**config.mk**
```make
export PLATFORM = sky130hd
export DESIGN_NAME = tridiagonal_residual_l2_norm_top_flat
export DESIGN_NICKNAME = d
export VERILOG_FILES = /design/src/design/tdres_pkg.sv /design/src/design/tdres_in_if.sv /design/src/design/tdres_out_if.sv /design/src/design/tdres_mul.sv /design/src/design/tdres_root.sv /design/src/design/tridiagonal_residual_l2_norm_top.sv /design/src/flat_wrapper.sv
export SDC_FILE = /design/constraint.sdc
export NUM_CORES = 2
export LEC_CHECK = 0
export ABC_CLOCK_PERIOD_IN_PS = 12390
export BUFFER_PORTS_ARGS = -buffer_cell sky130_fd_sc_hd__buf_2
export CORE_UTILIZATION = 50
export DETAILED_ROUTE_END_ITERATION = 6
export PLACE_DENSITY = 0.64
export RECOVER_POWER = 25
export SYNTH_ARGS = -nofsm -noshare
export SYNTH_HDL_FRONTEND = slang
export SYNTH_SLANG_ARGS = --single-unit
```
**constraint.sdc**
```tcl
create_clock -name clk_i -period 12.39 [get_ports clk_i]
set_input_delay 1.8585 -clock clk_i [delete_from_list [all_inputs] [get_ports clk_i]]
set_output_delay 1.8585 -clock clk_i [all_outputs]
set_load 0.03 [all_outputs]
```
**src/design/tdres_pkg.sv**
```systemverilog
// shared types and constants for the tridiagonal residual norm block
package tdres_pkg;

  localparam int unsigned SumW   = 64;
  localparam int unsigned RootW  = 32;

  typedef enum logic [2:0] {
    ST_IDLE,
    ST_PROD,
    ST_DRAIN,
    ST_SQUARE,
    ST_SUM,
    ST_ROOT
  } tdres_state_e;

  typedef enum logic {
    PH_HELD,
    PH_LAST
  } tdres_phase_e;

  typedef enum logic [1:0] {
    POS_NONE,
    POS_FIRST,
    POS_MID
  } tdres_pos_e;

endpackage

```
**src/design/tdres_in_if.sv**
```systemverilog
// row request channel: coefficients, rhs, solution entry and last-row mark
interface tdres_in_if #(
  parameter int unsigned VALUE_WIDTH = 32
);
  logic                          valid;
  logic                          ready;
  logic signed [VALUE_WIDTH-1:0] lower_coef;
  logic signed [VALUE_WIDTH-1:0] main_coef;
  logic signed [VALUE_WIDTH-1:0] upper_coef;
  logic signed [VALUE_WIDTH-1:0] rhs_value;
  logic signed [VALUE_WIDTH-1:0] solution_value;
  logic                          last_row;

  modport source (
    output valid, lower_coef, main_coef, upper_coef, rhs_value, solution_value, last_row,
    input  ready
  );
  modport sink (
    input  valid, lower_coef, main_coef, upper_coef, rhs_value, solution_value, last_row,
    output ready
  );
endinterface

```
**src/design/tdres_out_if.sv**
```systemverilog
// result request channel: residual norm and overflow flag
interface tdres_out_if #(
  parameter int unsigned VALUE_WIDTH = 32
);
  logic                   valid;
  logic                   ready;
  logic [VALUE_WIDTH-1:0] residual_norm;
  logic                   overflow;

  modport source (
    output valid, residual_norm, overflow,
    input  ready
  );
  modport sink (
    input  valid, residual_norm, overflow,
    output ready
  );
endinterface

```
**src/design/tdres_mul.sv**
```systemverilog
// shared signed multiplier with registered product
module tdres_mul #(
  parameter int unsigned VALUE_WIDTH = 32
) (
  input  logic                            clk_i,
  input  logic signed [VALUE_WIDTH-1:0]   a_i,
  input  logic signed [VALUE_WIDTH-1:0]   b_i,
  output logic signed [2*VALUE_WIDTH-1:0] p_o
);

  logic signed [2*VALUE_WIDTH-1:0] p_q;

  always_ff @(posedge clk_i) begin
    p_q <= (2*VALUE_WIDTH)'(a_i) * (2*VALUE_WIDTH)'(b_i);
  end

  assign p_o = p_q;

endmodule

```
**src/design/tdres_root.sv**
```systemverilog
// bit-serial integer square root of the 64-bit sum, one result bit per cycle
module tdres_root (
  input  logic                        clk_i,
  input  logic                        rst_ni,
  input  logic                        start_i,
  input  logic [tdres_pkg::SumW-1:0]  radicand_i,
  output logic                        busy_o,
  output logic [tdres_pkg::RootW-1:0] root_o
);
  import tdres_pkg::*;

  localparam logic [SumW-1:0] FirstBit = SumW'(1) << (SumW - 2);

  logic [SumW-1:0] rem_q, rem_d;
  logic [SumW-1:0] res_q, res_d;
  logic [SumW-1:0] bit_q, bit_d;
  logic [SumW-1:0] trial;
  logic            busy_q, busy_d;

  always_comb begin
    rem_d  = rem_q;
    res_d  = res_q;
    bit_d  = bit_q;
    busy_d = busy_q;
    trial  = res_q + bit_q;
    if (start_i) begin
      rem_d  = radicand_i;
      res_d  = '0;
      bit_d  = FirstBit;
      busy_d = 1'b1;
    end else if (busy_q) begin
      if (rem_q >= trial) begin
        rem_d = rem_q - trial;
        res_d = (res_q >> 1) + bit_q;
      end else begin
        res_d = res_q >> 1;
      end
      bit_d = bit_q >> 2;
      // the step on the lowest bit pair is the last one
      if (bit_q == SumW'(1)) begin
        busy_d = 1'b0;
      end
    end
  end

  always_ff @(posedge clk_i or negedge rst_ni) begin
    if (!rst_ni) begin
      busy_q <= 1'b0;
    end else begin
      busy_q <= busy_d;
    end
  end

  always_ff @(posedge clk_i) begin
    rem_q <= rem_d;
    res_q <= res_d;
    bit_q <= bit_d;
  end

  assign busy_o = busy_q;
  assign root_o = res_q[RootW-1:0];

endmodule

```
**src/design/tridiagonal_residual_l2_norm_top.sv**
```systemverilog
// top level: row sequencer, residual accumulator and square sum around shared units
// a first row that is not last is only held; any other row runs 1 to 3 products
//   through the shared multiplier, then the drain, square and sum states
// a last row runs the held row and its own residual back to back, then the root
//   unit and the output register give the result
// reset clears the sequencer, row position, square sum, flag and output valid

module tridiagonal_residual_l2_norm_top #(
  parameter int unsigned VALUE_WIDTH   = 32,
  parameter int unsigned FRACTION_BITS = 24
) (
  input  logic       clk_i,
  input  logic       rst_ni,
  tdres_in_if.sink   in_i,
  tdres_out_if.source out_o
);
  import tdres_pkg::*;

  localparam int unsigned W    = VALUE_WIDTH;
  localparam int unsigned AccW = 2 * VALUE_WIDTH + 2;

  localparam logic signed [AccW-1:0] Half  = AccW'(1) << (FRACTION_BITS - 1);
  localparam logic signed [AccW-1:0] ResHi = (AccW'(1) << (W - 1)) - AccW'(1);
  localparam logic signed [AccW-1:0] ResLo = -(AccW'(1) << (W - 1));
  localparam logic [RootW-1:0]       MaxOut = RootW'((65'd1 << W) - 65'd1);

  tdres_state_e state_q, state_d;
  tdres_phase_e phase_q, phase_d;
  tdres_pos_e   pos_q, pos_d;
  logic [1:0]   idx_q, idx_d;
  logic [1:0]   last_idx;

  logic signed [AccW-1:0] acc_q, acc_d;
  logic [SumW-1:0]        sum_q, sum_d;
  logic                   sat_q, sat_d;

  // held row and the solution entry before it
  logic signed [W-1:0] held_lower_q, held_main_q, held_upper_q, held_rhs_q;
  logic signed [W-1:0] held_sol_q, older_sol_q;
  // row currently being worked on
  logic signed [W-1:0] cur_lower_q, cur_main_q, cur_upper_q, cur_rhs_q, cur_sol_q;
  logic                cur_last_q;

  logic                out_vld_q, out_vld_d;
  logic [W-1:0]        norm_q, norm_d;
  logic                ovf_q, ovf_d;

  logic signed [W-1:0]     mul_a, mul_b;
  logic signed [2*W-1:0]   prod;
  logic signed [AccW-1:0]  prod_ext, prod_rnd;
  logic signed [W-1:0]     res_clamped;
  logic                    res_sat;
  logic [SumW:0]           sum_wide;

  logic                    root_start, root_busy;
  logic [RootW-1:0]        root;
  logic                    root_big;

  logic                    in_fire, cur_load, held_from_in, held_from_cur, out_load;

  tdres_mul #(.VALUE_WIDTH(W)) u_mul (
    .clk_i (clk_i),
    .a_i   (mul_a),
    .b_i   (mul_b),
    .p_o   (prod)
  );

  tdres_root u_root (
    .clk_i      (clk_i),
    .rst_ni     (rst_ni),
    .start_i    (root_start),
    .radicand_i (sum_d),
    .busy_o     (root_busy),
    .root_o     (root)
  );

  assign in_i.ready = (state_q == ST_IDLE);
  assign in_fire    = in_i.valid && in_i.ready;

  // round half up to the fraction grid
  assign prod_ext = AccW'(prod);
  assign prod_rnd = (prod_ext + Half) >>> FRACTION_BITS;

  always_comb begin
    if (acc_q > ResHi) begin
      res_clamped = ResHi[W-1:0];
      res_sat     = 1'b1;
    end else if (acc_q < ResLo) begin
      res_clamped = ResLo[W-1:0];
      res_sat     = 1'b1;
    end else begin
      res_clamped = acc_q[W-1:0];
      res_sat     = 1'b0;
    end
  end

  assign sum_wide = {1'b0, sum_q} + {1'b0, SumW'($unsigned(prod))};
  assign root_big = (root > MaxOut);

  always_comb begin
    if (phase_q == PH_HELD) begin
      last_idx = (pos_q == POS_MID) ? 2'd2 : 2'd1;
    end else begin
      last_idx = (pos_q != POS_NONE) ? 2'd1 : 2'd0;
    end
  end

  // multiplier operand select
  always_comb begin
    mul_a = '0;
    mul_b = '0;
    if (state_q == ST_SQUARE) begin
      mul_a = res_clamped;
      mul_b = res_clamped;
    end else if (phase_q == PH_HELD) begin
      case (idx_q)
        2'd0: begin
          mul_a = held_main_q;
          mul_b = held_sol_q;
        end
        2'd1: begin
          mul_a = held_upper_q;
          mul_b = cur_sol_q;
        end
        default: begin
          mul_a = held_lower_q;
          mul_b = older_sol_q;
        end
      endcase
    end else begin
      case (idx_q)
        2'd0: begin
          mul_a = cur_main_q;
          mul_b = cur_sol_q;
        end
        default: begin
          mul_a = cur_lower_q;
          mul_b = held_sol_q;
        end
      endcase
    end
  end

  always_comb begin
    state_d       = state_q;
    phase_d       = phase_q;
    pos_d         = pos_q;
    idx_d         = idx_q;
    acc_d         = acc_q;
    sum_d         = sum_q;
    sat_d         = sat_q;
    out_vld_d     = out_vld_q;
    norm_d        = norm_q;
    ovf_d         = ovf_q;
    cur_load      = 1'b0;
    held_from_in  = 1'b0;
    held_from_cur = 1'b0;
    root_start    = 1'b0;
    out_load      = 1'b0;

    if (out_vld_q && out_o.ready) begin
      out_vld_d = 1'b0;
    end

    unique case (state_q)
      ST_IDLE: begin
        if (in_fire) begin
          cur_load = 1'b1;
          idx_d    = 2'd0;
          if (pos_q != POS_NONE) begin
            phase_d = PH_HELD;
            acc_d   = AccW'(held_rhs_q);
            state_d = ST_PROD;
          end else if (in_i.last_row) begin
            phase_d = PH_LAST;
            acc_d   = AccW'(in_i.rhs_value);
            state_d = ST_PROD;
          end else begin
            // first row of a system: just hold it
            held_from_in = 1'b1;
            pos_d        = POS_FIRST;
          end
        end
      end
      ST_PROD: begin
        if (idx_q != 2'd0) begin
          acc_d = acc_q - prod_rnd;
        end
        if (idx_q == last_idx) begin
          state_d = ST_DRAIN;
        end else begin
          idx_d = idx_q + 2'd1;
        end
      end
      ST_DRAIN: begin
        acc_d   = acc_q - prod_rnd;
        state_d = ST_SQUARE;
      end
      ST_SQUARE: begin
        if (res_sat) begin
          sat_d = 1'b1;
        end
        state_d = ST_SUM;
      end
      ST_SUM: begin
        if (sum_wide[SumW]) begin
          sum_d = '1;
          sat_d = 1'b1;
        end else begin
          sum_d = sum_wide[SumW-1:0];
        end
        if (phase_q == PH_LAST) begin
          root_start = 1'b1;
          state_d    = ST_ROOT;
        end else if (cur_last_q) begin
          phase_d = PH_LAST;
          idx_d   = 2'd0;
          acc_d   = AccW'(cur_rhs_q);
          state_d = ST_PROD;
        end else begin
          held_from_cur = 1'b1;
          pos_d         = POS_MID;
          state_d       = ST_IDLE;
        end
      end
      ST_ROOT: begin
        // wait for the root and a free output slot
        if (!root_busy && (!out_vld_q || out_o.ready)) begin
          out_load  = 1'b1;
          out_vld_d = 1'b1;
          norm_d    = root_big ? MaxOut[W-1:0] : root[W-1:0];
          ovf_d     = sat_q || root_big;
          pos_d     = POS_NONE;
          sum_d     = '0;
          sat_d     = 1'b0;
          state_d   = ST_IDLE;
        end
      end
      default: begin
        state_d = ST_IDLE;
      end
    endcase
  end

  always_ff @(posedge clk_i or negedge rst_ni) begin
    if (!rst_ni) begin
      state_q   <= ST_IDLE;
      phase_q   <= PH_HELD;
      pos_q     <= POS_NONE;
      idx_q     <= 2'd0;
      sum_q     <= '0;
      sat_q     <= 1'b0;
      out_vld_q <= 1'b0;
    end else begin
      state_q   <= state_d;
      phase_q   <= phase_d;
      pos_q     <= pos_d;
      idx_q     <= idx_d;
      sum_q     <= sum_d;
      sat_q     <= sat_d;
      out_vld_q <= out_vld_d;
    end
  end

  always_ff @(posedge clk_i) begin
    acc_q <= acc_d;
    if (cur_load) begin
      cur_lower_q <= in_i.lower_coef;
      cur_main_q  <= in_i.main_coef;
      cur_upper_q <= in_i.upper_coef;
      cur_rhs_q   <= in_i.rhs_value;
      cur_sol_q   <= in_i.solution_value;
      cur_last_q  <= in_i.last_row;
    end
    if (held_from_in) begin
      older_sol_q  <= held_sol_q;
      held_lower_q <= in_i.lower_coef;
      held_main_q  <= in_i.main_coef;
      held_upper_q <= in_i.upper_coef;
      held_rhs_q   <= in_i.rhs_value;
      held_sol_q   <= in_i.solution_value;
    end else if (held_from_cur) begin
      older_sol_q  <= held_sol_q;
      held_lower_q <= cur_lower_q;
      held_main_q  <= cur_main_q;
      held_upper_q <= cur_upper_q;
      held_rhs_q   <= cur_rhs_q;
      held_sol_q   <= cur_sol_q;
    end
    if (out_load) begin
      norm_q <= norm_d;
      ovf_q  <= ovf_d;
    end
  end

  assign out_o.valid         = out_vld_q;
  assign out_o.residual_norm = norm_q;
  assign out_o.overflow      = ovf_q;

endmodule
```
**src/flat_wrapper.sv**
```systemverilog
// flat-port wrapper written by rule: the top's interface ports become plain ports
module tridiagonal_residual_l2_norm_top_flat import tdres_pkg::*;
#(
  parameter int unsigned VALUE_WIDTH   = 32,
  parameter int unsigned FRACTION_BITS = 24
)
  (clk_i, rst_ni, in_i_valid, in_i_lower_coef, in_i_main_coef, in_i_upper_coef, in_i_rhs_value, in_i_solution_value, in_i_last_row, in_i_ready, out_o_valid, out_o_residual_norm, out_o_overflow, out_o_ready);
  tdres_in_if #(.VALUE_WIDTH(VALUE_WIDTH)) in_i_i ();
  tdres_out_if #(.VALUE_WIDTH(VALUE_WIDTH)) out_o_i ();
  input  logic clk_i;
  input  logic rst_ni;
  input wire logic [$bits(in_i_i.valid)-1:0] in_i_valid;
  input wire logic [$bits(in_i_i.lower_coef)-1:0] in_i_lower_coef;
  input wire logic [$bits(in_i_i.main_coef)-1:0] in_i_main_coef;
  input wire logic [$bits(in_i_i.upper_coef)-1:0] in_i_upper_coef;
  input wire logic [$bits(in_i_i.rhs_value)-1:0] in_i_rhs_value;
  input wire logic [$bits(in_i_i.solution_value)-1:0] in_i_solution_value;
  input wire logic [$bits(in_i_i.last_row)-1:0] in_i_last_row;
  output wire logic [$bits(in_i_i.ready)-1:0] in_i_ready;
  output wire logic [$bits(out_o_i.valid)-1:0] out_o_valid;
  output wire logic [$bits(out_o_i.residual_norm)-1:0] out_o_residual_norm;
  output wire logic [$bits(out_o_i.overflow)-1:0] out_o_overflow;
  input wire logic [$bits(out_o_i.ready)-1:0] out_o_ready;
  assign in_i_i.valid = in_i_valid;
  assign in_i_i.lower_coef = in_i_lower_coef;
  assign in_i_i.main_coef = in_i_main_coef;
  assign in_i_i.upper_coef = in_i_upper_coef;
  assign in_i_i.rhs_value = in_i_rhs_value;
  assign in_i_i.solution_value = in_i_solution_value;
  assign in_i_i.last_row = in_i_last_row;
  assign in_i_ready = in_i_i.ready;
  assign out_o_valid = out_o_i.valid;
  assign out_o_residual_norm = out_o_i.residual_norm;
  assign out_o_overflow = out_o_i.overflow;
  assign out_o_i.ready = out_o_ready;
  tridiagonal_residual_l2_norm_top #(.VALUE_WIDTH(VALUE_WIDTH), .FRACTION_BITS(FRACTION_BITS)) u_core (.clk_i(clk_i), .rst_ni(rst_ni), .in_i(in_i_i), .out_o(out_o_i));
endmodule
```
==> results_dict.tcl <==
set metrics [dict create \
    synth_top_area_share_pct 26.35 \
    die_h_um 408.1 \
    holdPathEnd "u_core.out_o.overflow" \
    path_clk_slew_ns 0.06 \
    nNetsFinal 10460 \
    avgSynthCellArea_sq_um 9.418 \
    synthArstFlopShare_pct 9.987 \
    yosysUniqueCellTypes 100 \
    layout-drive-gt1-share_pct 7.696 \
    insertion_delay_ns 0.73 \
    path_common_cell "fa_1" \
    worst_slew_pin_slew_ns 4.319 \
    reg2reg_from "u_core.idx_q[0]" \
    skew_ns 0.05079 \
    period_needed_ns 11.58 \
    start_kind "flip-flop" \
    whs_path_depth 0 \
    violations "max-capacitance violations, max-slew violations" \
    cts_hold_buffers 0 \
    groute.usage.overall_pct 32.71 \
    maxSlewViolCount 182 \
    antenna_found_initial 26 \
    rows 148 \
    ff2ff_path_depth 32 \
    holdWs_ns 0.4537 \
    cp_top_family "adder cells" \
    endpoint_kind "flip-flop" \
    synth-edff-count 516 \
    maxCapViolCount 4 \
    die-area_sq_um 166500 \
    drt-initial-drc-count 6685 \
    synth_area_leaders "fa_1 26%, edfxtp_1 19%, ha_1 6.8%, inv_1 5.2%, nand2_1 4.5%" \
    synth_flop_cell "edfxtp_1" \
    cts.sinks 751 \
    grt-ovfl-total 0 \
    portBuffers 199 \
    finalCritPeriodShare_pct 93.48 \
    cts.htree.levels 3 \
    wire_per_inst_um 24.74 \
    drtPass1Iterations 6 \
    die_x_um 408.1 \
    cpPeakStageDelay_ns 1.19 \
    critical_path_arrival_ns 12.15 \
    crit_fanout 59 \
    grt_pass1_wl_um 412400 \
    r2r_slack_ns 0.81 \
    cts_setup_buffers 0 \
    synthTopCellsByCount "1144 x inv_1, 1085 x fa_1, 996 x nand2_1" \
    ys_seq_elements 751 \
    required_ns 12.96 \
    yosysWarnings 0 \
    hold_viol_final 0 \
    drc 0 \
    core_area_sq_um 163100 \
    synth_cells 8754 \
    cts-root-buf "clkbuf_16" \
    fin_tns_setup_ns 0 \
    ys_seq_area_share_pct 24.96 \
    boundaryPins 200 \
    cts_resized 0 \
    r2r_end "u_core.u_mul.p_o[62]" \
    detailed_place_hpwl_um 213000 \
    hp-start "u_core.sat_q" \
    yosys.area.top_type "fa_1" \
    yosysMostFrequentCell "inv_1" \
    synth_area_sq_um 82440 \
    synthToLayoutAreaGrowth_pct 7.601 \
    crit_buf_inv 7 \
    fmax_mhz 86.34 \
    first_global_vias 66920 \
    status "finished, violations left" \
    cts_tree "done" \
    initial_utilization_pct 50.53 \
    vias 65650 \
    setup_viol_count_final 0 \
    drt-vias-per-instance 5.958 \
    synth_nets 10450 \
    wirelength_um 272600 \
    slew_headroom_pct -187.9 \
    critPathKind "reg -> reg" \
    cp_slowest_cell "o21ai_2" \
    place_congestion 1.016 \
    rsz0062_at_grt "false" \
    ant_nets 0 \
    grt_max_degree 162 \
    numCtsBuffers 86 \
    hp-class "reg -> reg" \
    clockBufferDepth 3 \
]
-- per-layer routing --
layer | part of all wire (%) | up-vias | GRT usage, % | wire length (um)
li1 | - | 29310 | - | -
met1 | 40 | 32660 | 42.15 | 108000
met2 | 45 | 2923 | 51.77 | 122900
met3 | 9.0 | 732 | 7.078 | 24460
met4 | 6.3 | 28 | 16.98 | 17070
met5 | 0.066 | - | 0 | 179
-- registers in the layout, summed over array words and instances (netlist names), 2 cells and up --
| register | count |
|---|---|
| u_core.acc_q | 66 |
| u_core.cur_lower_q | 32 |
| u_core.cur_main_q | 32 |
| u_core.cur_rhs_q | 32 |
| u_core.cur_sol_q | 32 |
| u_core.cur_upper_q | 32 |
| u_core.held_lower_q | 32 |
| u_core.held_main_q | 32 |
| u_core.held_rhs_q | 32 |
| u_core.held_sol_q | 32 |
| u_core.held_upper_q | 32 |
| u_core.idx_q | 2 |
| u_core.older_sol_q | 32 |
| u_core.out_o.residual_norm | 32 |
| u_core.pos_q | 2 |
| u_core.state_q | 3 |
| u_core.sum_q | 64 |
| u_core.u_mul.p_o | 64 |
| u_core.u_root.bit_q | 32 |
| u_core.u_root.rem_q | 64 |
| u_core.u_root.res_q | 64 |
-- worst max path at each step --
stage                                from                     end  cells after the start
after floorplan                in_i_valid  u_core.held_lower_q[0]                      5
after global placement    u_core.idx_q[0]    u_core.u_mul.p_o[62]                     33
after detailed placement  u_core.idx_q[0]    u_core.u_mul.p_o[62]                     32
after CTS                 u_core.idx_q[0]    u_core.u_mul.p_o[62]                     32
after global routing      u_core.idx_q[0]    u_core.u_mul.p_o[62]                     32
final                     u_core.idx_q[0]    u_core.u_mul.p_o[62]                     32
-- area by class of cell --
cell class	instances	area, sq um
well taps	2175	2721
multi-input cells	6405	56030
inverters	1144	4294
clock buffers	115	2332
clock inverters	44	515.5
flip-flops and latches	751	20580
repair buffers	377	2215
fillers	14850	74430
diodes	8	20.02
-- kinds of logic (layout without fill, tap and decap cells) --
logic type,count (synthesis),after routing,share of synthesized area (%)
flip-flops,751,751,24.96
adder cells (fa/ha/maj),1531,1531,33.12
XOR/XNOR,385,385,4.090
AND/OR/NAND/NOR,2456,2456,12.95
other,0,8,0
AO/OA/AOI/OAI,1731,1731,13.65
multiplexers,302,302,3.913
buffers and inverters,1598,1680,7.327
-- cell usage in the layout (no fill, tap or decap), types with 34 or more instances in the layout --
| master | n |
|---|---|
| inv_1 | 1144 |
| fa_1 | 1085 |
| nand2_1 | 991 |
| nor2_1 | 842 |
| edfxtp_1 | 516 |
| a21oi_1 | 472 |
| ha_1 | 444 |
| o21ai_0 | 327 |
| xnor2_1 | 225 |
| a21o_1 | 177 |
| buf_4 | 173 |
| mux2_2 | 162 |
| xor2_1 | 160 |
| dfxtp_1 | 160 |
| clkbuf_1 | 143 |
| mux2i_1 | 140 |
| a211oi_1 | 136 |
| nand3_1 | 104 |
| nand4_1 | 94 |
| a31oi_1 | 88 |
| clkbuf_16 | 87 |
| buf_2 | 81 |
| dfrtp_1 | 73 |
| nor3_1 | 57 |
| o21a_1 | 56 |
| nand2b_1 | 55 |
| and2_1 | 54 |
| and3_1 | 54 |
| o21bai_1 | 54 |
| o21ai_1 | 45 |
| nor2b_1 | 43 |
| a22o_1 | 42 |
| nor3b_1 | 38 |
| o31ai_1 | 38 |
| o221ai_1 | 34 |
-- metrics by stage --
| step | std cells | instance area [sq um] | utilization (%) | setup slack [ns] |
|---|---|---|---|---|
| floorplan | 8754 | 82440 | - | 0.7831 |
| global placement | 10850 | 86000 | 52.72 | 1.192 |
| detailed placement | 10850 | 86000 | 52.72 | 1.157 |
| CTS | 11010 | 88850 | 54.46 | 1.112 |
| global route | 11020 | 88700 | 54.37 | 0.3776 |
| finish | 11020 | 88710 | 54.37 | 0.8078 |
Power is not shown: default switching activity piles up to over one toggle a cycle in this logic, so the estimate is an artifact.
